## config.mk

```make
export PLATFORM = sky130hd
export DESIGN_NAME = booth_radix2_multiplier
export DESIGN_NICKNAME = d
export VERILOG_FILES = /design/src/rtl/core/br2_pkg.sv /design/src/rtl/core/br2_datapath.sv /design/src/rtl/core/br2_ctrl.sv /design/src/rtl/core/booth_radix2_multiplier.sv
export SDC_FILE = /design/constraint.sdc
export NUM_CORES = 1
export LEC_CHECK = 0
export ABC_AREA = 0
export BUFFER_PORTS_ARGS = -buffer_cell sky130_fd_sc_hd__buf_2
export CAP_MARGIN = 20
export CORE_MARGIN = 2
export CORE_UTILIZATION = 40
export CTS_CLUSTER_DIAMETER = 120
export DETAILED_ROUTE_END_ITERATION = 16
export SETUP_SLACK_MARGIN = 0.1
export SYNTH_ARGS = -nofsm -noshare
export SYNTH_HDL_FRONTEND = slang
export SYNTH_SLANG_ARGS = --single-unit
```

## constraint.sdc

```tcl
create_clock -name aclk -period 8.99 [get_ports aclk]
set_input_delay 0 -clock aclk [delete_from_list [all_inputs] [get_ports aclk]]
set_output_delay 0 -clock aclk [all_outputs]
set_load 0.01 [all_outputs]
```

## src/rtl/core/br2_pkg.sv

```systemverilog
// Shared types and constants for the radix-2 Booth multiplier.
// Used by br2_ctrl, br2_datapath and booth_radix2_multiplier; depends on nothing.
package br2_pkg;

    localparam int OPERAND_W = 32;
    localparam int PRODUCT_W = 64;

    typedef enum logic {
        ST_IDLE,
        ST_RUN
    } br2_state_t;

    // Commands from the controller to the datapath.
    typedef struct packed {
        logic load;
        logic step;
        logic publish;
    } br2_cmd_t;

    // Status from the datapath to the controller.
    typedef struct packed {
        logic last_step;
    } br2_status_t;

endpackage

```

## src/rtl/core/br2_datapath.sv

```systemverilog
// Datapath of the radix-2 Booth multiplier: product register, Booth bit,
// held multiplicand, step counter and result register. Depends on br2_pkg.
module br2_datapath #(
    parameter int WIDTH = 32
) (
    input  logic                           aclk,
    input  logic                           aresetn,
    input  br2_pkg::br2_cmd_t              cmd,
    output br2_pkg::br2_status_t           status,
    input  logic [br2_pkg::OPERAND_W-1:0]  multiplier,
    input  logic [br2_pkg::OPERAND_W-1:0]  multiplicand,
    output logic [br2_pkg::PRODUCT_W-1:0]  product
);
    import br2_pkg::*;

    localparam int CW = (WIDTH > 1) ? $clog2(WIDTH) : 1;
    localparam logic [1:0] PAIR_ADD = 2'b01;
    localparam logic [1:0] PAIR_SUB = 2'b10;

    logic [WIDTH:0]       upper_reg, upper_next;
    logic [WIDTH-1:0]     lower_reg, lower_next;
    logic                 booth_reg, booth_next;
    logic [WIDTH-1:0]     mcand_reg, mcand_next;
    logic [CW-1:0]        count_reg, count_next;
    logic [PRODUCT_W-1:0] product_reg, product_next;

    logic [WIDTH:0]       mcand_ext;
    logic [WIDTH:0]       sum;
    logic [WIDTH:0]       step_upper;
    logic [WIDTH-1:0]     step_lower;
    logic [PRODUCT_W-1:0] product_wide;

    assign mcand_ext = {mcand_reg[WIDTH-1], mcand_reg};

    // One Booth step: add or subtract, then arithmetic shift right.
    always_comb begin
        case ({lower_reg[0], booth_reg})
            PAIR_ADD: sum = upper_reg + mcand_ext;
            PAIR_SUB: sum = upper_reg - mcand_ext;
            default:  sum = upper_reg;
        endcase
        step_upper   = {sum[WIDTH], sum[WIDTH:1]};
        step_lower   = {sum[0], lower_reg[WIDTH-1:1]};
        product_wide = PRODUCT_W'($signed({step_upper, step_lower}));
    end

    always_comb begin
        upper_next   = upper_reg;
        lower_next   = lower_reg;
        booth_next   = booth_reg;
        mcand_next   = mcand_reg;
        count_next   = count_reg;
        product_next = product_reg;
        if (cmd.load) begin
            upper_next = '0;
            lower_next = multiplier[WIDTH-1:0];
            booth_next = 1'b0;
            mcand_next = multiplicand[WIDTH-1:0];
            count_next = '0;
        end else if (cmd.step) begin
            upper_next = step_upper;
            lower_next = step_lower;
            booth_next = lower_reg[0];
            count_next = count_reg + CW'(1);
        end
        if (cmd.publish) begin
            product_next = product_wide;
        end
    end

    always_ff @(posedge aclk) begin
        if (!aresetn) begin
            upper_reg   <= '0;
            lower_reg   <= '0;
            booth_reg   <= 1'b0;
            mcand_reg   <= '0;
            count_reg   <= '0;
            product_reg <= '0;
        end else begin
            upper_reg   <= upper_next;
            lower_reg   <= lower_next;
            booth_reg   <= booth_next;
            mcand_reg   <= mcand_next;
            count_reg   <= count_next;
            product_reg <= product_next;
        end
    end

    assign status.last_step = (count_reg == CW'(WIDTH - 1));
    assign product          = product_reg;

endmodule

```

## src/rtl/core/br2_ctrl.sv

```systemverilog
// Controller of the radix-2 Booth multiplier: sequences load, step and
// publish commands and owns both handshakes. Depends on br2_pkg.
module br2_ctrl (
    input  logic                 aclk,
    input  logic                 aresetn,
    input  logic                 s_valid,
    output logic                 s_ready,
    output logic                 m_valid,
    input  logic                 m_ready,
    output br2_pkg::br2_cmd_t    cmd,
    input  br2_pkg::br2_status_t status
);
    import br2_pkg::*;

    br2_state_t state_reg, state_next;
    logic       m_valid_reg, m_valid_next;
    logic       out_free;

    assign out_free = !m_valid_reg || m_ready;

    always_ff @(posedge aclk) begin
        if (!aresetn) begin
            state_reg   <= ST_IDLE;
            m_valid_reg <= 1'b0;
        end else begin
            state_reg   <= state_next;
            m_valid_reg <= m_valid_next;
        end
    end

    always_comb begin
        state_next  = state_reg;
        cmd         = '0;
        s_ready     = 1'b0;
        case (state_reg)
            ST_IDLE: begin
                s_ready = 1'b1;
                if (s_valid) begin
                    cmd.load   = 1'b1;
                    state_next = ST_RUN;
                end
            end
            ST_RUN: begin
                // The final step writes the result register, so it waits
                // until that register is free.
                if (!status.last_step) begin
                    cmd.step = 1'b1;
                end else if (out_free) begin
                    cmd.step    = 1'b1;
                    cmd.publish = 1'b1;
                    state_next  = ST_IDLE;
                end
            end
            default: begin
                state_next = ST_IDLE;
            end
        endcase

        if (cmd.publish) begin
            m_valid_next = 1'b1;
        end else if (m_ready) begin
            m_valid_next = 1'b0;
        end else begin
            m_valid_next = m_valid_reg;
        end
    end

    assign m_valid = m_valid_reg;

endmodule

```

## src/rtl/core/booth_radix2_multiplier.sv

```systemverilog
// Top level of the sequential radix-2 Booth signed multiplier.
// Instantiates br2_ctrl and br2_datapath; depends on br2_pkg.
//
// Usage:
//   Input channel (s_valid/s_ready, s_multiplier, s_multiplicand) takes one
//   transaction holding two signed operands. Only the low WIDTH bits of each
//   operand are used, read as WIDTH-bit two's complement values.
//   Output channel (m_valid/m_ready, m_product) returns one transaction per
//   input: the signed product, sign-extended to 64 bits.
// Timing:
//   The accepting edge loads the product register; then one Booth step runs
//   per cycle through the single add/subtract unit, WIDTH steps in all, except
//   that the final step waits while a held result is not being taken. The
//   final step writes the result register and raises m_valid at the same edge.
//   A new transaction is taken only once the controller is back in idle after
//   that final step. s_ready is high whenever no multiplication is in progress,
//   even while a finished result waits in the output register.
// Reset:
//   aresetn is synchronous and active low. It returns the controller to idle
//   and drops m_valid; no result is pending afterwards.
// Stalls:
//   If m_ready stays low, the held result and m_valid remain stable. A
//   following multiplication runs up to its final step and then waits there
//   until the output register has been emptied.
module booth_radix2_multiplier #(
    parameter int WIDTH = 32
) (
    input  logic                          aclk,
    input  logic                          aresetn,
    input  logic                          s_valid,
    output logic                          s_ready,
    input  logic [br2_pkg::OPERAND_W-1:0] s_multiplier,
    input  logic [br2_pkg::OPERAND_W-1:0] s_multiplicand,
    output logic                          m_valid,
    input  logic                          m_ready,
    output logic [br2_pkg::PRODUCT_W-1:0] m_product
);
    import br2_pkg::*;

    br2_cmd_t    cmd;
    br2_status_t status;

    br2_ctrl u_ctrl (
        .aclk    (aclk),
        .aresetn (aresetn),
        .s_valid (s_valid),
        .s_ready (s_ready),
        .m_valid (m_valid),
        .m_ready (m_ready),
        .cmd     (cmd),
        .status  (status)
    );

    br2_datapath #(
        .WIDTH (WIDTH)
    ) u_datapath (
        .aclk         (aclk),
        .aresetn      (aresetn),
        .cmd          (cmd),
        .status       (status),
        .multiplier   (s_multiplier),
        .multiplicand (s_multiplicand),
        .product      (m_product)
    );

endmodule

```

==> impl_metrics.json <==
{
  "powerDensity_nw_per_um2": 181.9,
  "die_height_um": 151.9,
  "hp-start": "aresetn",
  "synth.most_common_cell": "nand2_1",
  "ir_drop_v": 0.0001251,
  "yosys-top-cells-area": "dfxtp_1, a21oi_1, nand2_1",
  "hold_buffers": 66,
  "ys_top_cells_by_count": "nand2_1, a21oi_1, dfxtp_1",
  "synth_top_area_cell": "dfxtp_1",
  "drc_errors": 0,
  "setup_viol": 0,
  "grt_pass1_wl_mm": 41.39,
  "ys_types": 61,
  "initial_utilization_pct": 40.47,
  "core_um2": 21620,
  "netlist_area_um2": 8751,
  "timing.rr.start": "u_datapath.mcand_reg[2]$_SDFFE_PN0P_",
  "hpwl_mm": 16.78,
  "hold_viol": 0,
  "synthArstFlopShare_pct": 0,
  "clock-sinks": 168,
  "drt_wl_total_mm": 25.03,
  "tightest_slew_ns": 1.083,
  "drive_above_1_share_pct": 14.75,
  "largest_reg_flops": 64,
  "cts.reportedPaths.clkPinSlew_ns": 0.07,
  "min-delay-path-class": "in2reg",
  "end_kind": "flop",
  "regArea_um2": 3363,
  "tritoncts": "built",
  "start_kind": "flop",
  "clock_skew_ns": 0.01364,
  "status": "completed",
  "syn2layout_area_growth_pct": 24.21,
  "die-area_um2": 23080,
  "drt_iter0_markers": 608,
  "worstSkewPairLatency_ns": 0.44,
  "setup_tns_ns": 0,
  "wire_per_inst_um": 15.69,
  "min_period_over_period_pct": 51.43,
  "syn_area_per_cell_um2": 7.643,
  "overflow": 0,
  "root_buffer": "clkbuf_16",
  "grt_setup_unrepaired": "false",
  "gp_congestion": 0.9421,
  "final_max_slew_viol_count": 0,
  "fillerInstances": 2128,
  "fin_cells": 1595,
  "htreeDepth": 4,
  "slew_headroom_pct": 27.63,
  "ys.flop_type": "dfxtp_1",
  "die_x_um": 151.9,
  "routed_via_density": 5.345,
  "post_cts_buffers": 0,
  "path_class": "reg2reg",
  "ios": 134,
  "post-route-min-period_ns": 4.624,
  "num_antenna_cells": 0,
  "final_nets": 1407,
  "postRouteAntennaNets": 0,
  "synth_cells": 1145,
  "dp.cells": 1496,
  "synth_edf_count": 0,
  "grt_usage_pct": 21.57,
  "grt_pass1_vias": 7998,
  "fmax_mhz": 216.3,
  "detail_route.first_pass.iterations": 5,
  "row_count": 54,
  "portBuffers": 133,
  "ys_ff_latch": 168,
  "synthesis.nets": 1250,
  "cts_resized": 0,
  "clk_path_buf_depth": 2,
  "crit_required_ns": 9.27,
  "cp_max_fo": 7,
  "cp.arrival_ns": 4.91,
  "crit_start": "u_datapath.mcand_reg[2]$_SDFFE_PN0P_",
  "maxCapViolCount": 0,
  "yosysSeqAreaShare_pct": 38.43,
  "synth_warnings": 0,
  "multi_input_area_um2": 5032,
  "vias": 8526,
  "leakage_nw": 4.357,
  "cts-buffers-inserted": 17,
  "ff2ff_path_depth": 15,
  "whs_path_depth": 3,
  "synth_top_area_share_pct": 38.43,
  "grt_start_max_net_pins": 91,
  "grt_antenna_before_repair": 0
}
-- cell families after synthesis --
logic type / count (synthesis) / share of synthesized area (%)
fa+ha+maj: 37 / 5.376
mux: 14 / 1.630
buf+inv: 99 / 4.375
compound gates: 354 / 23.95
xor+xnor: 55 / 5.505
simple gates: 418 / 20.73
flops: 168 / 38.43
-- path summary, 6_finish.rpt --
kind                                               to  slack (ns)
hold / removal    u_datapath.product[53]$_SDFFE_PN0P_        0.01
setup reg to reg  u_datapath.product[62]$_SDFFE_PN0P_        4.37
hold reg to reg    u_datapath.product[1]$_SDFFE_PN0P_        0.45
setup / recovery  u_datapath.product[62]$_SDFFE_PN0P_        4.37
-- routing by layer --
| metal | track usage (%) | vias up | wire, um |
|---|---|---|---|
| met2 | 34.98 | 231 | 11540 |
| met5 | 0 | - | 0 |
| met3 | 4.421 | 32 | 1312 |
| met1 | 29.00 | 3926 | 11750 |
| li1 | - | 4337 | - |
| met4 | 6.542 | 0 | 428 |
-- final cells by class --
class	instances	area share [%]
tap	280	3.223
multi-input combinational	878	46.30
sequential	168	30.94
timing repair buffer	209	12.89
inverter	28	0.9785
clock inverter	15	1.750
clock buffer	17	3.914
-- through the flow --
stage | area, um2 | power [W] | setup slack [ns] | hold WS, ns | util, %
after CTS | 10860 | 0.001991 | 4.398 | 0.008568 | 50.24
after detailed placement | 9585 | 0.001209 | 4.464 | 0.2482 | 44.33
after global placement | 9585 | 0.001209 | 4.568 | 0.2420 | 44.33
after floorplan | 8751 | 0.001113 | 5.050 | 0.1360 | -
after global routing | 10870 | 0.002077 | 3.971 | 0.01915 | 50.27
final | 10870 | 0.001977 | 4.366 | 0.01174 | 50.27
-- layout by cell type (no fill, tap or decap), types with 3 or more instances in the layout --
cell,instances
buf_2,133
or3_1,6
a22oi_1,32
nand2_1,217
a21o_1,10
o21ai_0,52
inv_8,6
nand4_1,6
inv_1,26
o211ai_1,8
and2_1,4
nand3_1,9
a21oi_1,184
clkinv_8,5
a311oi_1,3
o21bai_1,4
clkbuf_16,17
ha_1,36
and3_2,3
xor2_1,10
dfxtp_1,168
mux2i_1,12
nor4_1,11
nand2b_1,4
buf_4,10
a31oi_1,17
and3_1,10
dlygate4sd3_1,66
a211oi_1,22
nor3_1,22
xnor2_1,45
nor2b_1,6
nor2_1,103
o41ai_1,3
-- worst max-delay path, cell delays in order (launching register included) --
cell and delay, ns:
dfxtp_1 0.35, nor2_1 0.14, nor4b_1 0.76, and3_1 0.34
nand2_1 0.15, nor4_1 0.41, nor2_1 0.10, xnor2_1 0.15
ha_1 0.38, a21o_1 0.19, a21oi_1 0.24, o21bai_1 0.09
a2111o_1 0.43, or4_1 0.49, o2111ai_1 0.12, o41ai_1 0.11
-- where the power goes --
part	switching, W	total (W)	leakage, nW	internal (W)
Sequential	0.0000266	0.000796	1.37	0.000770
Combinational	0.000247	0.000424	2.69	0.000177
Clock	0.000376	0.000757	0.296	0.000382
Total	0.000649	0.00198	4.36	0.00133
Note: power is estimated with default switching activity, not from simulation.
